[config.mk]
export PLATFORM = sky130hd
export DESIGN_NAME = circle_triangle_fan_generator
export DESIGN_NICKNAME = d
export VERILOG_FILES = /design/src/hw/rtl/ctfg_pkg.sv /design/src/hw/rtl/ctfg_cordic.sv /design/src/hw/rtl/circle_triangle_fan_generator.sv
export SDC_FILE = /design/constraint.sdc
export NUM_CORES = 2
export LEC_CHECK = 0
export BUFFER_PORTS_ARGS = -buffer_cell sky130_fd_sc_hd__clkbuf_2
export CAP_MARGIN = 15
export CORE_AREA = 2 2 285 287
export CTS_BUF_LIST = sky130_fd_sc_hd__clkbuf_2
export CTS_CLUSTER_SIZE = 24
export DETAILED_ROUTE_END_ITERATION = 8
export DIE_AREA = 0 0 287 289
export MAX_ROUTING_LAYER = met4
export PLACE_DENSITY = 0.93
export SYNTH_ARGS = -nofsm -noshare
export SYNTH_HDL_FRONTEND = slang
export SYNTH_SLANG_ARGS = --single-unit
[constraint.sdc]
create_clock -name aclk -period 14 [get_ports aclk]
set_clock_uncertainty 0.2 [all_clocks]
set_input_delay 0.7 -clock aclk [delete_from_list [all_inputs] [get_ports aclk]]
set_output_delay 0.7 -clock aclk [all_outputs]
set_load 0.01 [all_outputs]
[src/hw/rtl/ctfg_pkg.sv]
package ctfg_pkg;

    localparam int ANGLE_W      = 32;
    localparam int TRIG_W       = 16;
    localparam int SEG_CNT_W    = 7;
    localparam int SEG_IDX_W    = 6;
    localparam int MIN_SEGMENTS = 3;
    localparam int ATAN_ENTRIES = 24;
    localparam int ATAN_IDX_W   = 5;

    // CORDIC gain 0.60725293 in Q2.30
    localparam logic [31:0] CORDIC_GAIN_Q30 = 32'd652032874;

    // arctan(2^-k) in units of 2^-32 turn
    localparam logic [31:0] ATAN_TURNS [ATAN_ENTRIES] = '{
        32'd536870912, 32'd316933406, 32'd167458907, 32'd85004756,
        32'd42667331,  32'd21354465,  32'd10679838,  32'd5340245,
        32'd2670163,   32'd1335087,   32'd667544,    32'd333772,
        32'd166886,    32'd83443,     32'd41722,     32'd20861,
        32'd10430,     32'd5215,      32'd2608,      32'd1304,
        32'd652,       32'd326,       32'd163,       32'd81
    };

    typedef struct packed {
        logic signed [TRIG_W-1:0] cos_q;
        logic signed [TRIG_W-1:0] sin_q;
    } trig_t;

endpackage

[src/hw/rtl/ctfg_cordic.sv]
module ctfg_cordic #(
    parameter int ITERATIONS = 16
) (
    input  logic                          aclk,
    input  logic                          aresetn,
    input  logic                          start,
    input  logic [ctfg_pkg::ANGLE_W-1:0]  phase,
    output logic                          done,
    output ctfg_pkg::trig_t               trig
);
    import ctfg_pkg::*;

    localparam int K_W   = $clog2(ITERATIONS);
    localparam int XY_W  = 34;
    localparam int Z_W   = ANGLE_W + 1;
    localparam int RND_W = XY_W - 15;
    localparam int NEG_W = RND_W + 1;

    localparam logic [1:0] QUAD_EAST  = 2'd0;
    localparam logic [1:0] QUAD_NORTH = 2'd1;
    localparam logic [1:0] QUAD_WEST  = 2'd2;
    localparam logic [1:0] QUAD_SOUTH = 2'd3;

    logic                     running_reg;
    logic                     round_reg;
    logic                     done_reg;
    logic [K_W-1:0]           k_reg;
    logic signed [XY_W-1:0]   x_reg;
    logic signed [XY_W-1:0]   y_reg;
    logic signed [Z_W-1:0]    z_reg;
    logic [1:0]               quad_reg;
    trig_t                    trig_reg;

    logic [ANGLE_W-1:0]       phase_bias;
    logic [1:0]               quad_in;
    logic [ANGLE_W-1:0]       rem_in;
    logic signed [XY_W-1:0]   dx;
    logic signed [XY_W-1:0]   dy;
    logic signed [Z_W-1:0]    atan_k;
    logic signed [XY_W-1:0]   x_next;
    logic signed [XY_W-1:0]   y_next;
    logic signed [Z_W-1:0]    z_next;
    logic signed [XY_W-1:0]   x_rnd;
    logic signed [XY_W-1:0]   y_rnd;
    logic signed [RND_W-1:0]  c_rnd;
    logic signed [RND_W-1:0]  s_rnd;
    logic signed [NEG_W-1:0]  c_ext;
    logic signed [NEG_W-1:0]  s_ext;
    logic signed [NEG_W-1:0]  cos_pre;
    logic signed [NEG_W-1:0]  sin_pre;
    trig_t                    trig_next;

    function automatic logic signed [TRIG_W-1:0] sat_trig(input logic signed [NEG_W-1:0] v);
        logic hi_same;
        hi_same = (v[NEG_W-1:TRIG_W-1] == '0) || (v[NEG_W-1:TRIG_W-1] == '1);
        if (hi_same) begin
            return v[TRIG_W-1:0];
        end else if (v[NEG_W-1]) begin
            return {1'b1, {(TRIG_W-1){1'b0}}};
        end else begin
            return {1'b0, {(TRIG_W-1){1'b1}}};
        end
    endfunction

    // split phase into nearest quarter turn and a signed remainder
    assign phase_bias = phase + 32'h2000_0000;
    assign quad_in    = phase_bias[ANGLE_W-1:ANGLE_W-2];
    assign rem_in     = phase - {quad_in, {(ANGLE_W-2){1'b0}}};

    assign dx     = y_reg >>> k_reg;
    assign dy     = x_reg >>> k_reg;
    assign atan_k = {1'b0, ATAN_TURNS[ATAN_IDX_W'(k_reg)]};

    always_comb begin
        if (z_reg[Z_W-1]) begin
            x_next = x_reg + dx;
            y_next = y_reg - dy;
            z_next = z_reg + atan_k;
        end else begin
            x_next = x_reg - dx;
            y_next = y_reg + dy;
            z_next = z_reg - atan_k;
        end
    end

    assign x_rnd = x_reg + XY_W'(16384);
    assign y_rnd = y_reg + XY_W'(16384);
    assign c_rnd = x_rnd[XY_W-1:15];
    assign s_rnd = y_rnd[XY_W-1:15];
    assign c_ext = NEG_W'(c_rnd);
    assign s_ext = NEG_W'(s_rnd);

    always_comb begin
        case (quad_reg)
            QUAD_EAST: begin
                cos_pre = c_ext;
                sin_pre = s_ext;
            end
            QUAD_NORTH: begin
                cos_pre = -s_ext;
                sin_pre = c_ext;
            end
            QUAD_WEST: begin
                cos_pre = -c_ext;
                sin_pre = -s_ext;
            end
            QUAD_SOUTH: begin
                cos_pre = s_ext;
                sin_pre = -c_ext;
            end
            default: begin
                cos_pre = c_ext;
                sin_pre = s_ext;
            end
        endcase
        trig_next.cos_q = sat_trig(cos_pre);
        trig_next.sin_q = sat_trig(sin_pre);
    end

    always_ff @(posedge aclk) begin
        if (!aresetn) begin
            running_reg <= 1'b0;
            round_reg   <= 1'b0;
            done_reg    <= 1'b0;
            k_reg       <= '0;
        end else begin
            done_reg <= 1'b0;
            if (start) begin
                running_reg <= 1'b1;
                round_reg   <= 1'b0;
                k_reg       <= '0;
            end else if (running_reg) begin
                k_reg <= k_reg + 1'b1;
                if (k_reg == K_W'(ITERATIONS - 1)) begin
                    running_reg <= 1'b0;
                    round_reg   <= 1'b1;
                end
            end else if (round_reg) begin
                round_reg <= 1'b0;
                done_reg  <= 1'b1;
            end
        end
    end

    always_ff @(posedge aclk) begin
        if (start) begin
            x_reg    <= XY_W'(CORDIC_GAIN_Q30);
            y_reg    <= '0;
            z_reg    <= Z_W'(signed'(rem_in));
            quad_reg <= quad_in;
        end else if (running_reg) begin
            x_reg <= x_next;
            y_reg <= y_next;
            z_reg <= z_next;
        end
        if (round_reg) begin
            trig_reg <= trig_next;
        end
    end

    assign done = done_reg;
    assign trig = trig_reg;

endmodule

[src/hw/rtl/circle_triangle_fan_generator.sv]
// The CORDIC rotator and the multiplier are shared by all rim points of a circle, one point at a time;
// a new circle is accepted only once the last triangle of the previous one is loaded.
// Requests giving no triangles are dropped on acceptance and leave the input ready.
// Reset: aresetn synchronous, active low; clears the sequencer and the output valid.
module circle_triangle_fan_generator #(
    parameter int MAX_SEGMENTS      = 64,
    parameter int COORD_WIDTH       = 24,
    parameter int CORDIC_ITERATIONS = 16
) (
    input  logic                                        aclk,
    input  logic                                        aresetn,
    input  logic                                        s_tvalid,
    output logic                                        s_tready,
    // center_x, center_y, radius, segments
    input  logic [((3*COORD_WIDTH+8+7)/8)*8-1:0]        s_tdata,
    output logic                                        m_tvalid,
    input  logic                                        m_tready,
    // hub_x, hub_y, rim_start_x, rim_start_y, rim_end_x, rim_end_y, segment_index
    output logic [((6*COORD_WIDTH+ctfg_pkg::SEG_IDX_W+7)/8)*8-1:0] m_tdata,
    output logic                                        m_tlast
);
    import ctfg_pkg::*;

    localparam int CW       = COORD_WIDTH;
    localparam int PROD_W   = CW + TRIG_W;
    localparam int OUT_BITS = 6 * CW + SEG_IDX_W;
    localparam int OUT_W    = ((OUT_BITS + 7) / 8) * 8;
    localparam int DCNT_W   = 6;

    localparam logic [2:0] S_IDLE     = 3'd0;
    localparam logic [2:0] S_DIV      = 3'd1;
    localparam logic [2:0] S_ROT_INIT = 3'd2;
    localparam logic [2:0] S_ROT      = 3'd3;
    localparam logic [2:0] S_MUL_X    = 3'd4;
    localparam logic [2:0] S_MUL_Y    = 3'd5;
    localparam logic [2:0] S_ADD_Y    = 3'd6;
    localparam logic [2:0] S_NEXT     = 3'd7;

    logic [2:0]               state_reg;
    logic [2:0]               state_next;
    logic [DCNT_W-1:0]        div_cnt_reg;
    logic [SEG_CNT_W-1:0]     pt_cnt_reg;
    logic [SEG_CNT_W-1:0]     n_reg;
    logic [SEG_CNT_W-1:0]     rem_reg;
    logic [ANGLE_W-1:0]       quo_reg;
    logic [ANGLE_W-1:0]       phase_reg;
    logic [SEG_CNT_W-1:0]     frac_reg;
    logic                     out_valid_reg;
    logic                     out_last_reg;
    logic [OUT_BITS-1:0]      out_payload_reg;

    logic signed [CW-1:0]     cx_reg;
    logic signed [CW-1:0]     cy_reg;
    logic signed [CW-1:0]     radius_reg;
    logic signed [PROD_W-1:0] prod_reg;
    logic signed [CW-1:0]     new_x_reg;
    logic signed [CW-1:0]     new_y_reg;
    logic signed [CW-1:0]     start_x_reg;
    logic signed [CW-1:0]     start_y_reg;

    logic                     in_xfer;
    logic [7:0]               seg_in;
    logic signed [CW-1:0]     radius_in;
    logic [SEG_CNT_W-1:0]     n_clamp;
    logic                     req_ok;
    logic [SEG_CNT_W-1:0]     div_shift;
    logic                     div_ge;
    logic                     div_last;
    logic [SEG_CNT_W-1:0]     frac_sum;
    logic                     frac_wrap;
    logic [SEG_CNT_W-1:0]     frac_next;
    logic [ANGLE_W-1:0]       phase_next;
    logic                     out_free;
    logic                     out_load;
    logic                     last_pt;
    logic                     first_pt;
    logic [SEG_IDX_W-1:0]     seg_idx;
    logic signed [TRIG_W-1:0] trig_sel;
    logic signed [PROD_W-1:0] prod_next;
    logic                     cordic_start;
    logic                     cordic_done;
    trig_t                    cordic_trig;

    function automatic logic signed [CW-1:0] rim_coord(input logic signed [CW-1:0] c,
                                                       input logic signed [PROD_W-1:0] p);
        logic signed [PROD_W-1:0] pr;
        logic signed [CW:0]       off;
        logic signed [CW+1:0]     sum;
        logic                     hi_same;
        pr      = p + PROD_W'(16384);
        off     = pr[PROD_W-1:15];
        sum     = (CW+2)'(c) + (CW+2)'(off);
        hi_same = (sum[CW+1:CW-1] == '0) || (sum[CW+1:CW-1] == '1);
        if (hi_same) begin
            return sum[CW-1:0];
        end else if (sum[CW+1]) begin
            return {1'b1, {(CW-1){1'b0}}};
        end else begin
            return {1'b0, {(CW-1){1'b1}}};
        end
    endfunction

    ctfg_cordic #(
        .ITERATIONS (CORDIC_ITERATIONS)
    ) u_cordic (
        .aclk    (aclk),
        .aresetn (aresetn),
        .start   (cordic_start),
        .phase   (phase_reg),
        .done    (cordic_done),
        .trig    (cordic_trig)
    );

    assign s_tready  = (state_reg == S_IDLE);
    assign in_xfer   = s_tvalid && s_tready;
    assign seg_in    = s_tdata[3*CW+7:3*CW];
    assign radius_in = s_tdata[3*CW-1:2*CW];
    assign n_clamp   = (seg_in > 8'(MAX_SEGMENTS)) ? SEG_CNT_W'(MAX_SEGMENTS)
                                                   : SEG_CNT_W'(seg_in);
    assign req_ok    = (n_clamp >= SEG_CNT_W'(MIN_SEGMENTS)) && !radius_in[CW-1]
                       && (radius_in != '0);

    // restoring division of 2^32 by n, one quotient bit per cycle
    assign div_shift = {rem_reg[SEG_CNT_W-2:0], (div_cnt_reg == '0)};
    assign div_ge    = (div_shift >= n_reg);
    assign div_last  = (div_cnt_reg == DCNT_W'(ANGLE_W));

    // phase(i+1) = phase(i) + floor(2^32/n), plus one when the remainder accumulates to n or past it
    assign frac_sum   = frac_reg + rem_reg;
    assign frac_wrap  = (frac_sum >= n_reg);
    assign frac_next  = frac_wrap ? (frac_sum - n_reg) : frac_sum;
    assign phase_next = phase_reg + quo_reg + ANGLE_W'(frac_wrap);

    assign out_free     = !out_valid_reg || m_tready;
    assign first_pt     = (pt_cnt_reg == '0);
    assign last_pt      = (pt_cnt_reg == n_reg);
    assign out_load     = (state_reg == S_NEXT) && !first_pt && out_free;
    assign seg_idx      = SEG_IDX_W'(pt_cnt_reg - 1'b1);
    assign cordic_start = (state_reg == S_ROT_INIT);

    assign trig_sel  = (state_reg == S_MUL_X) ? cordic_trig.cos_q : cordic_trig.sin_q;
    assign prod_next = PROD_W'(radius_reg) * PROD_W'(trig_sel);

    always_comb begin
        state_next = state_reg;
        case (state_reg)
            S_IDLE: begin
                if (in_xfer && req_ok) begin
                    state_next = S_DIV;
                end
            end
            S_DIV: begin
                if (div_last) begin
                    state_next = S_ROT_INIT;
                end
            end
            S_ROT_INIT: state_next = S_ROT;
            S_ROT: begin
                if (cordic_done) begin
                    state_next = S_MUL_X;
                end
            end
            S_MUL_X: state_next = S_MUL_Y;
            S_MUL_Y: state_next = S_ADD_Y;
            S_ADD_Y: state_next = S_NEXT;
            S_NEXT: begin
                if (first_pt) begin
                    state_next = S_ROT_INIT;
                end else if (out_free) begin
                    state_next = last_pt ? S_IDLE : S_ROT_INIT;
                end
            end
            default: state_next = S_IDLE;
        endcase
    end

    always_ff @(posedge aclk) begin
        if (!aresetn) begin
            state_reg     <= S_IDLE;
            out_valid_reg <= 1'b0;
            div_cnt_reg   <= '0;
            pt_cnt_reg    <= '0;
        end else begin
            state_reg <= state_next;
            if (out_load) begin
                out_valid_reg <= 1'b1;
            end else if (m_tready) begin
                out_valid_reg <= 1'b0;
            end
            if (in_xfer) begin
                div_cnt_reg <= '0;
                pt_cnt_reg  <= '0;
            end else if (state_reg == S_DIV) begin
                div_cnt_reg <= div_cnt_reg + 1'b1;
            end else if ((state_reg == S_NEXT) && (first_pt || out_free)) begin
                pt_cnt_reg <= pt_cnt_reg + 1'b1;
            end
        end
    end

    always_ff @(posedge aclk) begin
        if (in_xfer) begin
            cx_reg     <= s_tdata[CW-1:0];
            cy_reg     <= s_tdata[2*CW-1:CW];
            radius_reg <= radius_in;
            n_reg      <= n_clamp;
            rem_reg    <= '0;
        end
        case (state_reg)
            S_DIV: begin
                rem_reg <= div_ge ? (div_shift - n_reg) : div_shift;
                quo_reg <= {quo_reg[ANGLE_W-2:0], div_ge};
                if (div_last) begin
                    phase_reg <= '0;
                    frac_reg  <= '0;
                end
            end
            S_MUL_X: begin
                prod_reg <= prod_next;
            end
            S_MUL_Y: begin
                prod_reg  <= prod_next;
                new_x_reg <= rim_coord(cx_reg, prod_reg);
            end
            S_ADD_Y: begin
                new_y_reg <= rim_coord(cy_reg, prod_reg);
            end
            S_NEXT: begin
                if (first_pt || out_free) begin
                    start_x_reg <= new_x_reg;
                    start_y_reg <= new_y_reg;
                    phase_reg   <= phase_next;
                    frac_reg    <= frac_next;
                end
                if (out_load) begin
                    out_payload_reg <= {seg_idx, new_y_reg, new_x_reg,
                                        start_y_reg, start_x_reg, cy_reg, cx_reg};
                    out_last_reg    <= last_pt;
                end
            end
            default: begin
            end
        endcase
    end

    assign m_tvalid = out_valid_reg;
    assign m_tdata  = OUT_W'(out_payload_reg);
    assign m_tlast  = out_last_reg;

    assert property (@(posedge aclk) disable iff (!aresetn)
        (state_reg != S_IDLE) |-> (pt_cnt_reg <= n_reg))
        else $error("point counter ran past segment count");

    assert property (@(posedge aclk) disable iff (!aresetn)
        cordic_done |-> (state_reg == S_ROT))
        else $error("CORDIC finished outside rotate wait");

    assert property (@(posedge aclk) disable iff (!aresetn)
        ((state_reg == S_NEXT) && !first_pt && last_pt && out_free)
        |=> ((state_reg == S_IDLE) && m_tvalid && m_tlast))
        else $error("closing triangle not flagged as last");

endmodule

## Word level (Yosys, flattened, before mapping)

Memory sizes are Yosys's and may differ from the RTL's.
Cells that the tools add are included.

- $add $sub $neg: 24
- Multiply operators: 1
- Magnitude comparators: 5
- Equality and inequality tests: 22
- Shifts and indexed selects: 2
- Mux-type cells: 42
- Bitwise gates (word level): 4
- Reductions and logical operators: 39

Operators by type and width:

| kind | number |
|---|---|
| 20-bit case mux with 4 select lines | 2 |
| 32-bit 2-to-1 mux | 4 |
| 33-bit 2-to-1 mux | 3 |
| 24-bit 2-to-1 mux | 4 |
| 16-bit 2-to-1 mux | 5 |
| 34-bit by 16-bit adder with 34-bit output, second input constant | 2 |
| 34-bit adder | 2 |
| 34-bit 2-to-1 mux | 2 |
| 34-bit by 4-bit >>> shifter with 34-bit output | 2 |
| 34-bit subtractor | 2 |
| 32-bit case mux with 2 select lines | 1 |
| 24-bit by 25-bit adder with 26-bit output | 2 |
| 7-bit 2-to-1 mux | 7 |
| 40-bit by 16-bit adder with 40-bit output, second input constant | 1 |
| 24-bit by 16-bit multiplier with 40-bit output | 1 |
| 19-bit negator with 20-bit output | 2 |
| 33-bit adder | 1 |
| 33-bit subtractor | 1 |
| 32-bit by 1-bit adder with 32-bit output | 1 |
| 32-bit by 30-bit adder with 32-bit output, second input constant | 1 |
| 32-bit adder | 1 |
| 32-bit subtractor | 1 |
| 3-bit case mux with 8 select lines | 1 |
| 24-bit nonzero test | 1 |
| 42 further kinds | 89 |

- Register bits after elaboration: 603
- Bits in read-only memories: 1024
- Input port bits: 84
- Output and inout port bits: 155
- Word-level logic and storage cells: 169
- Memories kept: 1

Memory list:

| memory | depth | bits a word | rd ports | clocked after Yosys merged registers in | write ports | RTL line | text |
|---|---|---|---|---|---|---|---|
| (name not given) | 32 | 32 | 1 | 0 | 0 | ctfg_cordic.sv:72 | `assign atan_k = {1'b0, ATAN_TURNS[ATAN_IDX_W'(k_reg)]};` |

## Longest topological paths before layout

- Depth after elaboration: 8
- Depth in mapped cells: 32

## Modules after synthesis

Synthesis repeated with hierarchy kept, for this count alone.

- Cells, all modules: 5401
- Area, all modules: 53147.2 µm²

By module, submodules not included:

| module | instances | cells each | area an instance (µm²) | seq. area each (µm²) |
|---|---|---|---|---|
| circle_triangle_fan_generator | 1 | 2944 | 33463.3 | 13252.7 |
| ctfg_cordic | 1 | 2457 | 19683.9 | 3513.4 |

## Worst setup path before layout

No wires, ideal clock.

- Path kind: reg2reg
- Start: register pt_cnt_reg[2]
- End: register out_last_reg, in the netlist m_tlast (enable)
- Library setup time: 848 ps
- Data arrival time: 11118 ps
- Data required time: 12952 ps
- Path slack: 1834 ps
- Stages on the path, launching flop included: 5
- Buffers on the path: 1
- Clock period less this slack: 12166 ps
- Cell sequence: dfxtp_1 -> clkbuf_1 -> nor3_1 -> and3_1 -> nor3_1

- Cells in the longest elaborated chain, start to end: 5

RTL lines:

| what | RTL line | text |
|---|---|---|
| from (decl) | circle_triangle_fan_generator.sv:42 | `logic [SEG_CNT_W-1:0] pt_cnt_reg;` |
| from (signal assigned) | circle_triangle_fan_generator.sv:196 | `pt_cnt_reg <= pt_cnt_reg + 1'b1;` |
| 7-bit logical NOT | circle_triangle_fan_generator.sv:135 | `assign first_pt = (pt_cnt_reg == '0);` |
| 1-bit logical NOT | circle_triangle_fan_generator.sv:137 | `assign out_load = (state_reg == S_NEXT) && !first_pt && out_free;` |
| 1-bit logical AND (2 in series) | circle_triangle_fan_generator.sv:137 |  |
| 2-bit AND reduction (no source line) | -- |  |
| to (signal assigned) | circle_triangle_fan_generator.sv:238 | `out_last_reg <= last_pt;` |
| to (decl) | circle_triangle_fan_generator.sv:49 | `logic out_last_reg;` |

No other way between the ends.
A chain may end at the register's enable or synchronous reset.

## Worst setup path in the final report

- Start: register state_reg[2]
- End: register prod_reg[37] (data pin)

- Cells in the longest elaborated chain, start to end: 3

RTL lines:

| what | RTL line | text |
|---|---|---|
| from (decl) | circle_triangle_fan_generator.sv:39 | `logic [2:0] state_reg;` |
| from (signal assigned) | circle_triangle_fan_generator.sv:184 | `state_reg <= state_next;` |
| 3-bit == test | circle_triangle_fan_generator.sv:141 | `assign trig_sel = (state_reg == S_MUL_X) ? cordic_trig.cos_q : cordic_trig.sin_q;` |
| 16-bit 2-to-1 mux | circle_triangle_fan_generator.sv:141 |  |
| 24-bit by 16-bit multiplier with 40-bit output | circle_triangle_fan_generator.sv:142 | `assign prod_next = PROD_W'(radius_reg) * PROD_W'(trig_sel);` |
| named net prod_next[37] | circle_triangle_fan_generator.sv:79 | `logic signed [PROD_W-1:0] prod_next;` |
| to (signal assigned) | circle_triangle_fan_generator.sv:219 | `prod_reg <= prod_next;` |
| to (signal assigned) | circle_triangle_fan_generator.sv:222 | `prod_reg <= prod_next;` |
| to (decl) | circle_triangle_fan_generator.sv:55 | `logic signed [PROD_W-1:0] prod_reg;` |

The timed path passes the listed nets, and every way through them passes these cells.

==> metrics.md <==
| Metric | Value |
|---|---|
| Synth async-reset ratio | 0% |
| Status | finished, violations left |
| Top Usage Layer GRT | met2 |
| Syn Inst Count | 5,125 |
| Minimum clock period | 9.01 ns |
| Switching power | 0.00727 W |
| Fin nets | 6,269 |
| Post-Synth Adder-Cell Area | 22.5% |
| I/O Buffers | 236 |
| Violated checks | design-rule violations |
| Lkg Pwr | 24.2 nW |
| Worst min path class | input port to register |
| Fillers | 5,279 |
| Total gr overflow | 0 |
| Sw frac | 50.7% |
| Seq pwr share | 19.8% |
| Post-synth EDFFs | 497 |
| Tot GR Track Use | 39.1% |
| Xor-xnor portion of the synthesized cell area | 6.76% |
| Iteration-0 DRC Markers | 6,666 |
| Dpl hpwl | 99.6 mm |
| Fin crit share | 64.4% |
| Die Height | 289 microns |
| Slew @ Worst Pin | 1.16 ns |
| Endpoints failing setup | 0 |
| Overall power | 0.0143 W |
| CTS max path bufs | 3 |
| Via/cell ratio | 6.59 |
| Highest clock rate | 0.111 GHz |
| Largest net degree at the start of global routing | 80 |
| Data arrival, critical path | 10.16 ns |
| First-pass GRT wire length | 243 mm |
| Comb pwr share | 71.1% |
| FF-to-FF End | prod_reg[37] |
| RSZ-0062 raised after global routing | false |
| Die area | 82,900 sq um |
| CTS tree | done |
| IO Count | 239 |
| Internal power | 0.00706 W |
| Slew Viols, Final | 0 |
| Post-route ant nets | 0 |
| Setup repair bufs after CTS | 0 |
| Yosys reg bits | 589 |
| Area Overhead vs Synth | 9.40% |
| Most frequent cell after synthesis | inv_1 |
| Width of the die | 287 microns |
| Num rows | 104 |
| Count of final hold-check violations | 0 |
| Pre-CTS WS | 5.30 ns |
| Routed vias | 44,000 |
| Worst skew pair latency | 1.67 ns |
| Peak VDD IR | 0.000326 V |
| Minimum setup slack among reg-to-reg paths | 4.99 ns |
| Root Driver | clkbuf_2 |
| Synth Area in Compound Gates | 11.8% |
| Simple-gate portion of the synthesized area | 13.9% |
| R2R cell count | 24 |
| Hold Crit Endpoint | n_reg[3] |
| Kind of critical path | register to register |
| Largest family of logic cells by synthesized area | adder cells |
| Synthesis warning total | 0 |
| Met1 GRT Util | 41.6% |
| Worst-path maximum fanout | 24 |
| Sequential share of the synthesized area | 32.5% |
| Final setup margin | 4.99 ns |
| Clk sinks | 589 |
| Setup crit end kind | register |
| Met2 usage | 61.1% |
| Post-synth top area share | 29.0% |
| RR Startpoint | state_reg[2] |
| Hold Crit Depth | 4 |
| Share of layout cells above drive strength 1 | 12.0% |
| Placed inst area | 53,200 sq um |
| GP Congestion | 0.970 |
| H-tree Lvls | 4 |
| Synth area leaders | edfxtp_1 (29%), fa_1 (15%), ha_1 (7.6%), xnor2_1 (4.3%), inv_1 (3.7%) |
| Cell Area, Synth | 51,500 sq um |
| TNS Setup | 0 ns |
| Initial Util | 64.5% |
| Synth top cells by count | inv_1 (514), edfxtp_1 (497), nand2_1 (493) |
| Met3 GRT Util | 13.9% |
| Router iterations before antenna repair | 9 |
| Main synth FF type | edfxtp_1 |
| Fin area | 56,400 sq um |
| Nature of the critical path startpoint | register |
| DRC violations left | 355 |
| Crit path required time | 15.14 ns |
| Worst slew margin | 22.7% |
| Core Box Area | 79,900 sq um |
| Drt wl/cell | 23.5 microns |
| Drt total wl | 157 mm |
| Clk network pwr share | 9.1% |
| Clock transition at the registers of the reported paths | 0.12 ns |
| Number of global-route vias before repair | 44,400 |
| Hold path startpoint | s_tdata[78] |
| Post-synth top area cell | edfxtp_1 |
| Multiplexer share of the synthesized area | 6.39% |
| Synthesized area per cell | 10.1 sq um |
| Largest register FFs | 150 |
| Power Density | 254 nW/um^2 |
| Initial antenna violation count | 19 |
| Num CTS Buffers | 152 |
| Max-Cap Viols | 0 |
| Number of library cell types mapped by synthesis | 95 |
area by class of cell:
type,instances,area [sq um],area share [%]
Multi-Input combinational cell,3774,31600,56.2
Antenna cell,24,60.1,0.107
Clock buffer,221,1110,1.96
Clock inverter,42,243,0.431
Sequential cell,589,16800,29.8
Tap cell,1060,1330,2.35
Timing Repair Buffer,452,3230,5.74
Inverter,520,1950,3.47
per-stage QoR:
step / cells / hold WS, ns / utilization [%]
global route: 6682 / -0.000753 / 70.5
CTS: 6654 / 0.00904 / 70.4
detailed placement: 6219 / 0.205 / 66.6
finish: 6682 / 0.0455 / 70.5
floorplan: 5126 / 0.200 / -
global placement: 6219 / 0.200 / 66.6
metal layers:
| layer | share of wire [%] | routed length (microns) |
|---|---|---|
| met1 | 32 | 50300 |
| met2 | 46 | 72900 |
| met3 | 13 | 19700 |
| met4 | 9.1 | 14400 |
| met5 | 0 | 0 |
worst max-delay path, cell delays in order (launching register included):
cell	delay, ns
dfxtp_1	0.51
nor3b_2	0.22
buf_4	0.29
mux2_2	0.61
and2_1	0.29
fa_1	0.54
inv_1	0.06
fa_1	0.51
inv_1	0.09
fa_1	0.58
inv_1	0.06
fa_1	0.51
fa_1	0.44
fa_1	0.50
inv_1	0.04
ha_1	0.33
nand2_1	0.08
a211oi_1	0.32
a31oi_1	0.35
o31ai_1	0.80
a41oi_1	0.38
o21ai_0	0.52
and2_1	0.25
o21ai_0	0.10
a221oi_1	0.27
cells in the final DEF, fill, tap and decap left out, types with 38 or more instances in the layout:
master         count
nand4_1           38
edfxtp_1         497
o21ai_0          232
buf_4             41
nand2_1          493
mux2i_1          114
a21oi_1          292
ha_1             313
o21a_1            45
and2_1           188
dfxtp_1           87
nand3_1           94
and3_1            46
mux4_2            51
xnor2_1          254
inv_1            511
dlygate4sd3_1    173
nor2_1           355
xor2_1           142
fa_1             383
a31oi_1           46
clkbuf_2         458
nor3_1            82
a211oi_1          40
a21o_1           101
logic make-up after synthesis:
family	after synthesis
multiplexers	224
AND/OR/NAND/NOR	1491
AO/OA/AOI/OAI	964
adder cells (fa/ha/maj)	696
other	1
flip-flops	589
XOR/XNOR	397
buffers and inverters	763
how the worst max path moves through the flow:
stage | from | endpoint | slack, ns
global placement | state_reg[2] | prod_reg[39] | 5.60
CTS | state_reg[2] | prod_reg[39] | 5.25
floorplan | pt_cnt_reg[2] | m_tlast | 1.83
finish | state_reg[2] | prod_reg[37] | 4.99
global route | state_reg[2] | prod_reg[37] | 4.60
detailed placement | state_reg[2] | prod_reg[39] | 5.30
repair_timing:
item | in CTS | in global routing
hold buffers | 172 | 1
endpoints found under the hold margin | 135 | 1
resized for setup | 0 | 0
power by group through the flow:
stage               Clock (W)  Sequential [W]  Combinational (W)
finish                0.00130         0.00284             0.0102
global route          0.00137         0.00285             0.0110
global placement            0         0.00283            0.00861
detailed placement          0         0.00284            0.00924
floorplan                   0         0.00260            0.00735
CTS                   0.00123         0.00281            0.00938
Note: power is estimated with default switching activity, not from simulation.
